===== src/sv/rfrc_pkg.sv =====
// Package: shared widths, codes and types for the RTU frame receiver/checker.
`timescale 1ns / 1ps
package rfrc_pkg;

   localparam int BYTE_W          = 8;
   localparam int WORD_W          = 16;
   localparam int CSR_INDEX_W     = 2;
   localparam int CSR_DATA_W      = 16;
   localparam int FRAME_DEPTH_DEF = 256;

   localparam logic [WORD_W-1:0] CRC_INIT         = 16'hFFFF;
   localparam logic [WORD_W-1:0] CRC_POLY         = 16'hA001;
   localparam logic [BYTE_W-1:0] FUNC_WRITE_MULTI = 8'h10;
   localparam logic [BYTE_W-1:0] IDLE_MAX         = 8'hFF;

   localparam logic [BYTE_W-1:0] STATION_ADDRESS_RST = 8'd1;
   localparam logic [WORD_W-1:0] UPDATE_START_RST    = 16'd0;
   localparam logic [BYTE_W-1:0] GAP_LIMIT_RST       = 8'd4;

   typedef enum logic [CSR_INDEX_W-1:0] {
      CSR_STATION_ADDRESS = 2'd0,
      CSR_UPDATE_START    = 2'd1,
      CSR_GAP_LIMIT       = 2'd2
   } csr_index_type;

   typedef struct packed {
      logic [BYTE_W-1:0] station_address;
      logic [WORD_W-1:0] update_start_address;
      logic [BYTE_W-1:0] gap_limit;
   } cfg_type;

   typedef struct packed {
      logic [BYTE_W-1:0] frame_length;
      logic              address_ok;
      logic              crc_ok;
      logic [BYTE_W-1:0] function_code;
      logic [WORD_W-1:0] first_word;
      logic              update_ack;
   } result_type;

endpackage


===== src/sv/rfrc_channels.sv =====
// Interfaces: request (byte/tick) and response (frame report) channels.
`timescale 1ns / 1ps
interface rfrc_req_if;
   logic                      valid;
   logic                      ready;
   logic                      is_tick;
   logic [rfrc_pkg::BYTE_W-1:0] rx_byte;

   modport source (output valid, is_tick, rx_byte, input ready);
   modport sink   (input valid, is_tick, rx_byte, output ready);
endinterface

interface rfrc_rsp_if;
   logic                      valid;
   logic                      ready;
   logic [rfrc_pkg::BYTE_W-1:0] frame_length;
   logic                      address_ok;
   logic                      crc_ok;
   logic [rfrc_pkg::BYTE_W-1:0] function_code;
   logic [rfrc_pkg::WORD_W-1:0] first_word;
   logic                      update_ack;

   modport source (output valid, frame_length, address_ok, crc_ok, function_code,
                   first_word, update_ack, input ready);
   modport sink   (input valid, frame_length, address_ok, crc_ok, function_code,
                   first_word, update_ack, output ready);
endinterface


===== src/sv/rtu_frame_receiver_checker_top.sv =====
// Top level: RTU frame receiver with CRC-16/MODBUS check and frame report.
//
// Usage:
//  - req_ch carries one word per item: is_tick=0 is a received byte (rx_byte),
//    is_tick=1 is one timer tick. Bytes build the current frame (running CRC,
//    byte count, address/function/first-word capture); ticks count idle time.
//  - When a tick arrives during a frame and the idle count has reached
//    gap_limit, one report word goes out on rsp_ch: length, address match,
//    CRC check, function code, first word and update acknowledge.
//  - A frame reaching FRAME_DEPTH bytes is dropped without a report.
//  - csr_* is a write-only register port: 0 station address, 1 update start
//    address, 2 gap limit. Write only while the block is idle.
//  - The report word is registered and valid in the cycle after the closing
//    tick is accepted. Throughput: one word per cycle when not stalled; all
//    per-word work: combinational byte CRC update plus frame state registers.
//  - Stall: the report sits in the output register; req_ch.ready drops only
//    while that register is full and rsp_ch.ready is low, and rises again in
//    the cycle the report is taken.
//  - Reset (synchronous): frame state cleared, CRC to 0xFFFF, registers to
//    address 1, update start 0, gap limit 4, output register empty.
`timescale 1ns / 1ps
module rtu_frame_receiver_checker_top #(
   parameter int FRAME_DEPTH = rfrc_pkg::FRAME_DEPTH_DEF
) (
   input  logic                             clock,
   input  logic                             reset,
   rfrc_req_if.sink                         req_ch,
   rfrc_rsp_if.source                       rsp_ch,
   input  logic                             csr_we,
   input  logic [rfrc_pkg::CSR_INDEX_W-1:0] csr_index,
   input  logic [rfrc_pkg::CSR_DATA_W-1:0]  csr_wdata
);
   import rfrc_pkg::*;

   cfg_type    cfg_ff;
   logic       rsp_valid_ff, rsp_valid_in;
   result_type rsp_data_ff;
   result_type result;
   logic       result_fire;
   logic       req_step;

   // output register frees as it is read, so the input never waits on a
   // report that is leaving this cycle
   assign req_ch.ready = !rsp_valid_ff || rsp_ch.ready;
   assign req_step     = req_ch.valid && req_ch.ready;

   rfrc_frame_tracker #(.FRAME_DEPTH(FRAME_DEPTH)) u_tracker (
      .clock       (clock),
      .reset       (reset),
      .step        (req_step),
      .is_tick     (req_ch.is_tick),
      .rx_byte     (req_ch.rx_byte),
      .cfg         (cfg_ff),
      .result_fire (result_fire),
      .result      (result)
   );

   // configuration registers
   always_ff @(posedge clock) begin
      if (reset) begin
         cfg_ff.station_address      <= STATION_ADDRESS_RST;
         cfg_ff.update_start_address <= UPDATE_START_RST;
         cfg_ff.gap_limit            <= GAP_LIMIT_RST;
      end else if (csr_we) begin
         case (csr_index_type'(csr_index))
            CSR_STATION_ADDRESS: cfg_ff.station_address      <= csr_wdata[BYTE_W-1:0];
            CSR_UPDATE_START:    cfg_ff.update_start_address <= csr_wdata[WORD_W-1:0];
            CSR_GAP_LIMIT:       cfg_ff.gap_limit            <= csr_wdata[BYTE_W-1:0];
            default:             ;
         endcase
      end
   end

   // report register
   always_comb begin
      rsp_valid_in = rsp_valid_ff;
      if (result_fire) begin
         rsp_valid_in = 1'b1;
      end else if (rsp_ch.ready) begin
         rsp_valid_in = 1'b0;
      end
   end

   always_ff @(posedge clock) begin
      if (reset) begin
         rsp_valid_ff <= 1'b0;
      end else begin
         rsp_valid_ff <= rsp_valid_in;
      end
   end

   always_ff @(posedge clock) begin
      if (result_fire) begin
         rsp_data_ff <= result;
      end
   end

   assign rsp_ch.valid         = rsp_valid_ff;
   assign rsp_ch.frame_length  = rsp_data_ff.frame_length;
   assign rsp_ch.address_ok    = rsp_data_ff.address_ok;
   assign rsp_ch.crc_ok        = rsp_data_ff.crc_ok;
   assign rsp_ch.function_code = rsp_data_ff.function_code;
   assign rsp_ch.first_word    = rsp_data_ff.first_word;
   assign rsp_ch.update_ack    = rsp_data_ff.update_ack;
endmodule


===== src/sv/rfrc_crc16.sv =====
// CRC-16/MODBUS byte update (reflected poly, eight shift steps).
`timescale 1ns / 1ps
module rfrc_crc16 (
   input  logic [rfrc_pkg::WORD_W-1:0] crc_cur,
   input  logic [rfrc_pkg::BYTE_W-1:0] data,
   output logic [rfrc_pkg::WORD_W-1:0] crc_next
);
   import rfrc_pkg::*;

   always_comb begin
      logic [WORD_W-1:0] c;
      c = crc_cur ^ {{(WORD_W-BYTE_W){1'b0}}, data};
      for (int k = 0; k < BYTE_W; k++) begin
         if (c[0]) begin
            c = (c >> 1) ^ CRC_POLY;
         end else begin
            c = c >> 1;
         end
      end
      crc_next = c;
   end
endmodule


===== src/sv/rfrc_frame_tracker.sv =====
// Frame tracker: per-byte state update, gap detection and frame report.
`timescale 1ns / 1ps
module rfrc_frame_tracker #(
   parameter int FRAME_DEPTH = rfrc_pkg::FRAME_DEPTH_DEF
) (
   input  logic                          clock,
   input  logic                          reset,
   input  logic                          step,
   input  logic                          is_tick,
   input  logic [rfrc_pkg::BYTE_W-1:0]   rx_byte,
   input  rfrc_pkg::cfg_type             cfg,
   output logic                          result_fire,
   output rfrc_pkg::result_type          result
);
   import rfrc_pkg::*;

   localparam int CNT_W = $clog2(FRAME_DEPTH);

   logic              active_ff, active_in;
   logic [BYTE_W-1:0] idle_ff, idle_in;
   logic [CNT_W-1:0]  count_ff, count_in;
   logic [WORD_W-1:0] crc_ff, crc_in;
   logic [BYTE_W-1:0] addr_ff, addr_in;
   logic [BYTE_W-1:0] func_ff, func_in;
   logic [WORD_W-1:0] word_ff, word_in;
   logic [WORD_W-1:0] crc_upd;
   logic              gap_hit;
   logic              long_enough;
   logic [WORD_W-1:0] word_out;

   rfrc_crc16 u_crc (
      .crc_cur  (crc_ff),
      .data     (rx_byte),
      .crc_next (crc_upd)
   );

   assign gap_hit     = idle_ff >= cfg.gap_limit;
   assign long_enough = count_ff >= CNT_W'(2);
   assign word_out    = (count_ff >= CNT_W'(4)) ? word_ff : '0;
   assign result_fire = step && is_tick && active_ff && gap_hit;

   always_comb begin
      result.frame_length  = BYTE_W'(count_ff);
      result.address_ok    = addr_ff == cfg.station_address;
      result.crc_ok        = long_enough && (crc_ff == '0);
      result.function_code = func_ff;
      result.first_word    = word_out;
      result.update_ack    = result.address_ok && result.crc_ok &&
                             (func_ff == FUNC_WRITE_MULTI) &&
                             (word_out == cfg.update_start_address);
   end

   always_comb begin
      active_in = active_ff;
      idle_in   = idle_ff;
      count_in  = count_ff;
      crc_in    = crc_ff;
      addr_in   = addr_ff;
      func_in   = func_ff;
      word_in   = word_ff;
      if (step) begin
         if (!is_tick) begin
            active_in = 1'b1;
            idle_in   = '0;
            crc_in    = crc_upd;
            case (count_ff)
               CNT_W'(0): addr_in = rx_byte;
               CNT_W'(1): func_in = rx_byte;
               CNT_W'(2): word_in = {rx_byte, word_ff[BYTE_W-1:0]};
               CNT_W'(3): word_in = {word_ff[WORD_W-1:BYTE_W], rx_byte};
               default:   ;
            endcase
            if (count_ff == CNT_W'(FRAME_DEPTH-1)) begin
               // buffer full: drop the frame silently
               active_in = 1'b0;
               count_in  = '0;
               crc_in    = CRC_INIT;
               addr_in   = '0;
               func_in   = '0;
               word_in   = '0;
            end else begin
               count_in = count_ff + CNT_W'(1);
            end
         end else if (!active_ff) begin
            idle_in = '0;
         end else if (gap_hit) begin
            active_in = 1'b0;
            idle_in   = '0;
            count_in  = '0;
            crc_in    = CRC_INIT;
            addr_in   = '0;
            func_in   = '0;
            word_in   = '0;
         end else if (idle_ff != IDLE_MAX) begin
            idle_in = idle_ff + BYTE_W'(1);
         end
      end
   end

   always_ff @(posedge clock) begin
      if (reset) begin
         active_ff <= 1'b0;
         idle_ff   <= '0;
         count_ff  <= '0;
         crc_ff    <= CRC_INIT;
         addr_ff   <= '0;
         func_ff   <= '0;
         word_ff   <= '0;
      end else begin
         active_ff <= active_in;
         idle_ff   <= idle_in;
         count_ff  <= count_in;
         crc_ff    <= crc_in;
         addr_ff   <= addr_in;
         func_ff   <= func_in;
         word_ff   <= word_in;
      end
   end
endmodule


===== src/flat_wrapper.sv =====
// flat-port wrapper written by rule: the top's interface ports become plain ports
module rtu_frame_receiver_checker_top_flat import rfrc_pkg::*;
#(
   parameter int FRAME_DEPTH = rfrc_pkg::FRAME_DEPTH_DEF
)
  (clock, reset, csr_we, csr_index, csr_wdata, req_ch_valid, req_ch_is_tick, req_ch_rx_byte, req_ch_ready, rsp_ch_valid, rsp_ch_frame_length, rsp_ch_address_ok, rsp_ch_crc_ok, rsp_ch_function_code, rsp_ch_first_word, rsp_ch_update_ack, rsp_ch_ready);
  rfrc_req_if req_ch_i ();
  rfrc_rsp_if rsp_ch_i ();
  input  logic clock;
  input  logic reset;
  input  logic csr_we;
  input  logic [rfrc_pkg::CSR_INDEX_W-1:0] csr_index;
  input  logic [rfrc_pkg::CSR_DATA_W-1:0] csr_wdata;
  input wire logic [$bits(req_ch_i.valid)-1:0] req_ch_valid;
  input wire logic [$bits(req_ch_i.is_tick)-1:0] req_ch_is_tick;
  input wire logic [$bits(req_ch_i.rx_byte)-1:0] req_ch_rx_byte;
  output wire logic [$bits(req_ch_i.ready)-1:0] req_ch_ready;
  output wire logic [$bits(rsp_ch_i.valid)-1:0] rsp_ch_valid;
  output wire logic [$bits(rsp_ch_i.frame_length)-1:0] rsp_ch_frame_length;
  output wire logic [$bits(rsp_ch_i.address_ok)-1:0] rsp_ch_address_ok;
  output wire logic [$bits(rsp_ch_i.crc_ok)-1:0] rsp_ch_crc_ok;
  output wire logic [$bits(rsp_ch_i.function_code)-1:0] rsp_ch_function_code;
  output wire logic [$bits(rsp_ch_i.first_word)-1:0] rsp_ch_first_word;
  output wire logic [$bits(rsp_ch_i.update_ack)-1:0] rsp_ch_update_ack;
  input wire logic [$bits(rsp_ch_i.ready)-1:0] rsp_ch_ready;
  assign req_ch_i.valid = req_ch_valid;
  assign req_ch_i.is_tick = req_ch_is_tick;
  assign req_ch_i.rx_byte = req_ch_rx_byte;
  assign req_ch_ready = req_ch_i.ready;
  assign rsp_ch_valid = rsp_ch_i.valid;
  assign rsp_ch_frame_length = rsp_ch_i.frame_length;
  assign rsp_ch_address_ok = rsp_ch_i.address_ok;
  assign rsp_ch_crc_ok = rsp_ch_i.crc_ok;
  assign rsp_ch_function_code = rsp_ch_i.function_code;
  assign rsp_ch_first_word = rsp_ch_i.first_word;
  assign rsp_ch_update_ack = rsp_ch_i.update_ack;
  assign rsp_ch_i.ready = rsp_ch_ready;
  rtu_frame_receiver_checker_top #(.FRAME_DEPTH(FRAME_DEPTH)) u_core (.clock(clock), .reset(reset), .req_ch(req_ch_i), .rsp_ch(rsp_ch_i), .csr_we(csr_we), .csr_index(csr_index), .csr_wdata(csr_wdata));
endmodule

===== config.mk =====
export PLATFORM = sky130hd
export DESIGN_NAME = rtu_frame_receiver_checker_top_flat
export DESIGN_NICKNAME = d
export VERILOG_FILES = /design/src/sv/rfrc_pkg.sv /design/src/sv/rfrc_channels.sv /design/src/sv/rtu_frame_receiver_checker_top.sv /design/src/sv/rfrc_crc16.sv /design/src/sv/rfrc_frame_tracker.sv /design/src/flat_wrapper.sv
export SDC_FILE = /design/constraint.sdc
export NUM_CORES = 1
export LEC_CHECK = 0
export ABC_CLOCK_PERIOD_IN_PS = 4940
export BUFFER_PORTS_ARGS = -buffer_cell sky130_fd_sc_hd__buf_4
export CORE_MARGIN = 4
export CORE_UTILIZATION = 45
export DETAILED_ROUTE_END_ITERATION = 16
export PLACE_DENSITY = 0.61
export SLEW_MARGIN = 0
export SYNTH_ARGS = -nofsm -noshare
export SYNTH_HDL_FRONTEND = slang
export SYNTH_SLANG_ARGS = --single-unit

===== constraint.sdc =====
create_clock -name clock -period 4.94 [get_ports clock]
set_input_delay 0.741 -clock clock [delete_from_list [all_inputs] [get_ports clock]]
set_output_delay 0.741 -clock clock [all_outputs]
set_load 0.01 [all_outputs]

==> impl_summary.txt <==
----------------------------------------------------
[Critical path]
  Worst Path Required ... 5.28 ns
  Reg2Reg Depth ... 7
  Slowest library cell on the worst path ... sky130_fd_sc_hd__o31a_1
  Register-to-Register Setup Slack ... 1.91 ns
  Critical path's top delay family ... compound AO/OA/AOI/OAI gates
  Sum of buffers and inverters on the critical path ... 1
  Terminus of the critical flop-to-flop path ... u_core.u_tracker.word_ff[14]
  Nature of the critical path endpoint ... flip-flop
  Largest driver fanout on the critical path ... 27
  Highest cell delay on the worst timing path ... 0.89 ns
  Type of the worst setup path ... reg -> reg
  Crit start category ... flip-flop
  Arr. time, crit path ... 3.37 ns
  RR Startpoint ... u_core.u_tracker.idle_ff[6]
  CP Cell Sequence ... ha_1 > a21o_1 > a211oi_1 > o31a_1 > buf_4 > o21ai_0 > a21oi_1

[Drt]
  Detailed Routing Iterations Pass 1 ... 6
  Routed vias ... 5279
  DR iter-0 viols ... 503
  Antenna violation net count after detailed routing ... 0
  Via density per instance ... 5.85
  Residual DRC count ... 0
  Wire length per cell ... 17.7 um
  WL final ... 16000 um

[Global route]
  Global route overflow ... 0
  Initial antenna violation count ... 0
  Largest net degree at the start of global routing ... 68
  Vias in the first global route ... 4949
  Total global-route track usage ... 20.5%
  Wire length of the first global-routing pass ... 26100 um

[Power]
  Worst IR Drop VDD ... 0.000182 V
  Leak ... 0.00264 uW
  Power per Cell Area ... 367 nW/um^2

[Clocking]
  CTS tree ... done
  Cells resized by post-CTS repair ... 0
  Clk root buf ... sky130_fd_sc_hd__clkbuf_16
  Count of H-tree levels built during CTS ... 4
  Number of buffers inserted to repair setup after CTS ... 0
  Clk buf depth ... 2
  Count of hold buffers inserted by post-cts repair ... 0
  Worst-Skew Late Latency ... 0.42 ns
  Clock-pin slew on the worst setup and hold paths ... 0.06 ns
  Total clock buffers created by CTS ... 17
  Clock sink total ... 133

[Synthesis]
  Portion of the post-synthesis area used by sequential elements ... 48.4%
  Count of flip-flops with a built-in enable after synthesis ... 35
  Mapped Area ... 6220 sq um
  Predominant post-synthesis flop cell ... sky130_fd_sc_hd__dfxtp_1
  Register bit total from synthesis ... 133
  Synth warn ... 0
  Ys async rst share ... 0%
  Number of nets in the synthesized netlist ... 699
  Distinct cell type count after synthesis ... 63
  Post-Syn Area per Cell ... 9.51 sq um
  Number of standard cells after synthesis ... 654

[Floorplanning]
  Die area ... 15800 sq um
  Boundary pin count ... 69
  Effective utilization at floorplan ... 46.4%
  Chip height ... 126 um
  Placeable core region ... 13400 sq um
  Die outline width ... 126 um
  Standard-cell row count ... 42

[Timing]
  RSZ-0062 raised after global routing ... false
  Final number of hold-violating endpoints ... 0
  Final worst-path cycle share ... 61.3%
  Worst slew pin tran ... 1.01 ns
  Max Fclk ... 0.330 GHz
  Setup total negative slack ... 0 ns
  Minimum clock period ... 3.03 ns
  Setup Skew ... 0.00850 ns
  Worst hold margin ... 0.449 ns
  Final setup violation count ... 0
  Relative slew slack ... 32.6%
  Max Slew Vio Count ... 0

[Flow run]
  Total of max-cap violations ... 0

[Cells and area]
  Number of nets in the layout ... 759
  Commonest non-fill, non-tap cells in the layout ... sky130_fd_sc_hd__dfxtp_1 (98), sky130_fd_sc_hd__a21oi_1 (75), sky130_fd_sc_hd__buf_4 (74), sky130_fd_sc_hd__o21ai_0 (60), sky130_fd_sc_hd__nand2_1 (58)
  Most common library cell in the layout ignoring fill and taps ... sky130_fd_sc_hd__dfxtp_1
  Number of diodes ... 0
  Share of post-route cells with drive strength above 1 ... 16.5%
  Post-synthesis to final-layout area growth ... 19.8%

[Placed design]
  Weighted congestion at the end of routability-driven global placement ... 0.894
  Port-buffer cells ... 68
  DPL Wire Length ... 11200 um

[Hold path]
  Worst Hold Class ... reg -> reg
  Hold Path Depth ... 0
  Startpoint of the tightest hold check path ... u_core.u_tracker.func_ff[4]
  Hold Path End ... u_core.rsp_ch.function_code[4]

[Status]
  Result of the run ... complete, no violations

----------------------------------------------------
-- cell families (layout without fill, tap and decap cells) --
| logic type | Yosys count | after routing | synth area share [%] |
|---|---|---|---|
| AO/OA/AOI/OAI | 189 | 189 | 17.8 |
| XOR/XNOR | 36 | 36 | 5.73 |
| adder cells (fa/ha/maj) | 13 | 13 | 2.61 |
| buffers and inverters | 56 | 129 | 4.38 |
| flip-flops | 133 | 133 | 48.4 |
| multiplexers | 15 | 15 | 2.41 |
| AND/OR/NAND/NOR | 212 | 212 | 18.6 |
-- flip-flops by register name (all words and copies together) (netlist names), 8 cells and up --
register and cells:
u_core.u_tracker.func_ff 8, u_core.u_tracker.idle_ff 8, u_core.rsp_ch.function_code 8, u_core.cfg_ff 32
u_core.u_tracker.count_ff 8, u_core.rsp_ch.frame_length 8, u_core.u_tracker.addr_ff 8, u_core.u_tracker.crc_ff 16
u_core.u_tracker.word_ff 16, u_core.rsp_ch.first_word 16
-- area by class of cell --
| class | instances | area [sq um] |
|---|---|---|
| flip-flops and latches | 133 | 3010 |
| fillers | 1213 | 5950 |
| repair buffers | 74 | 556 |
| multi-input cells | 465 | 2950 |
| inverters | 23 | 86.3 |
| clock buffers | 21 | 482 |
| well taps | 176 | 220 |
| clock inverters | 11 | 148 |
-- per-stage QoR --
stage	cells	area (sq um)	total power [uW]	worst slack [ns]	utilization [%]
after floorplan	654	6220	1360	0.460	-
after global placement	871	6830	1430	2.09	50.9
after detailed placement	871	6830	1440	1.96	50.9
after CTS	903	7450	2750	1.95	55.6
after global routing	903	7450	2830	1.72	55.6
final	903	7450	2730	1.91	55.6
-- how the worst max path moves through the flow --
stage | startpoint | end | slack (ns) | depth (start not counted)
4_1_cts | u_core.u_tracker.idle_ff[6] | u_core.u_tracker.word_ff[11] | 1.95 | 7
3_5_place_dp | u_core.u_tracker.idle_ff[6] | u_core.u_tracker.word_ff[11] | 1.96 | 7
5_1_grt | u_core.u_tracker.idle_ff[6] | u_core.u_tracker.addr_ff[2] | 1.72 | 7
2_1_floorplan | rsp_ch_ready | u_core.rsp_ch.address_ok | 0.46 | 5
6_report | u_core.u_tracker.idle_ff[6] | u_core.u_tracker.word_ff[14] | 1.91 | 7
3_3_place_gp | req_ch_is_tick | u_core.u_tracker.word_ff[10] | 2.09 | 7
-- where the power goes --
| group | switching [uW] | total, uW | internal, uW |
|---|---|---|---|
| sequential | 24.8 | 1170 | 1140 |
| combinational | 144 | 250 | 105 |
| clock | 468 | 1320 | 851 |
-- worst reg2reg max path: cells and delay by family, from the launching register on --
kind,cells,cell delay [ns]
buffers and inverters,1,0.39
DFF,1,0.35
AOI/OAI and AO/OA,5,1.87
adders and majority gates,1,0.34
-- synth_stat cells, types with 3 or more instances --
| library cell | count | area, sq um |
|---|---|---|
| sky130_fd_sc_hd__xnor3_1 | 3 | 67.6 |
| sky130_fd_sc_hd__a21oi_1 | 75 | 375 |
| sky130_fd_sc_hd__xor2_1 | 6 | 52.6 |
| sky130_fd_sc_hd__clkbuf_1 | 21 | 78.8 |
| sky130_fd_sc_hd__nor3_1 | 3 | 15.0 |
| sky130_fd_sc_hd__nand4_1 | 23 | 144 |
| sky130_fd_sc_hd__nand2_1 | 58 | 218 |
| sky130_fd_sc_hd__or2_2 | 3 | 18.8 |
| sky130_fd_sc_hd__o32ai_1 | 5 | 43.8 |
| sky130_fd_sc_hd__nor2_1 | 35 | 131 |
| sky130_fd_sc_hd__mux2i_1 | 15 | 150 |
| sky130_fd_sc_hd__a211oi_1 | 3 | 22.5 |
| sky130_fd_sc_hd__ha_1 | 13 | 163 |
| sky130_fd_sc_hd__o31a_1 | 3 | 26.3 |
| sky130_fd_sc_hd__or4_1 | 9 | 67.6 |
| sky130_fd_sc_hd__nor4_1 | 13 | 81.3 |
| sky130_fd_sc_hd__inv_1 | 23 | 86.3 |
| sky130_fd_sc_hd__o21ai_0 | 60 | 300 |
| sky130_fd_sc_hd__dfxtp_1 | 98 | 1960 |
| sky130_fd_sc_hd__o31ai_1 | 9 | 67.6 |
| sky130_fd_sc_hd__o211ai_1 | 5 | 37.5 |
| sky130_fd_sc_hd__edfxtp_1 | 35 | 1050 |
| sky130_fd_sc_hd__clkbuf_8 | 3 | 41.3 |
| sky130_fd_sc_hd__and3_1 | 8 | 50.1 |
| sky130_fd_sc_hd__and2_1 | 13 | 81.3 |
| sky130_fd_sc_hd__nand3_1 | 24 | 120 |
| sky130_fd_sc_hd__nor4bb_1 | 5 | 50.1 |
| sky130_fd_sc_hd__a31oi_1 | 9 | 56.3 |
| sky130_fd_sc_hd__xnor2_1 | 27 | 236 |
| sky130_fd_sc_hd__buf_2 | 3 | 15.0 |
-- metal layers --
layer	track usage, %	vias to the layer above	wire length [um]
li1	-	2530	-
met1	27.6	2527	6980
met2	32.2	187	7600
met3	4.69	35	1070
met4	7.53	0	359
met5	0	-	0
Note: power is estimated with default switching activity, not from simulation.
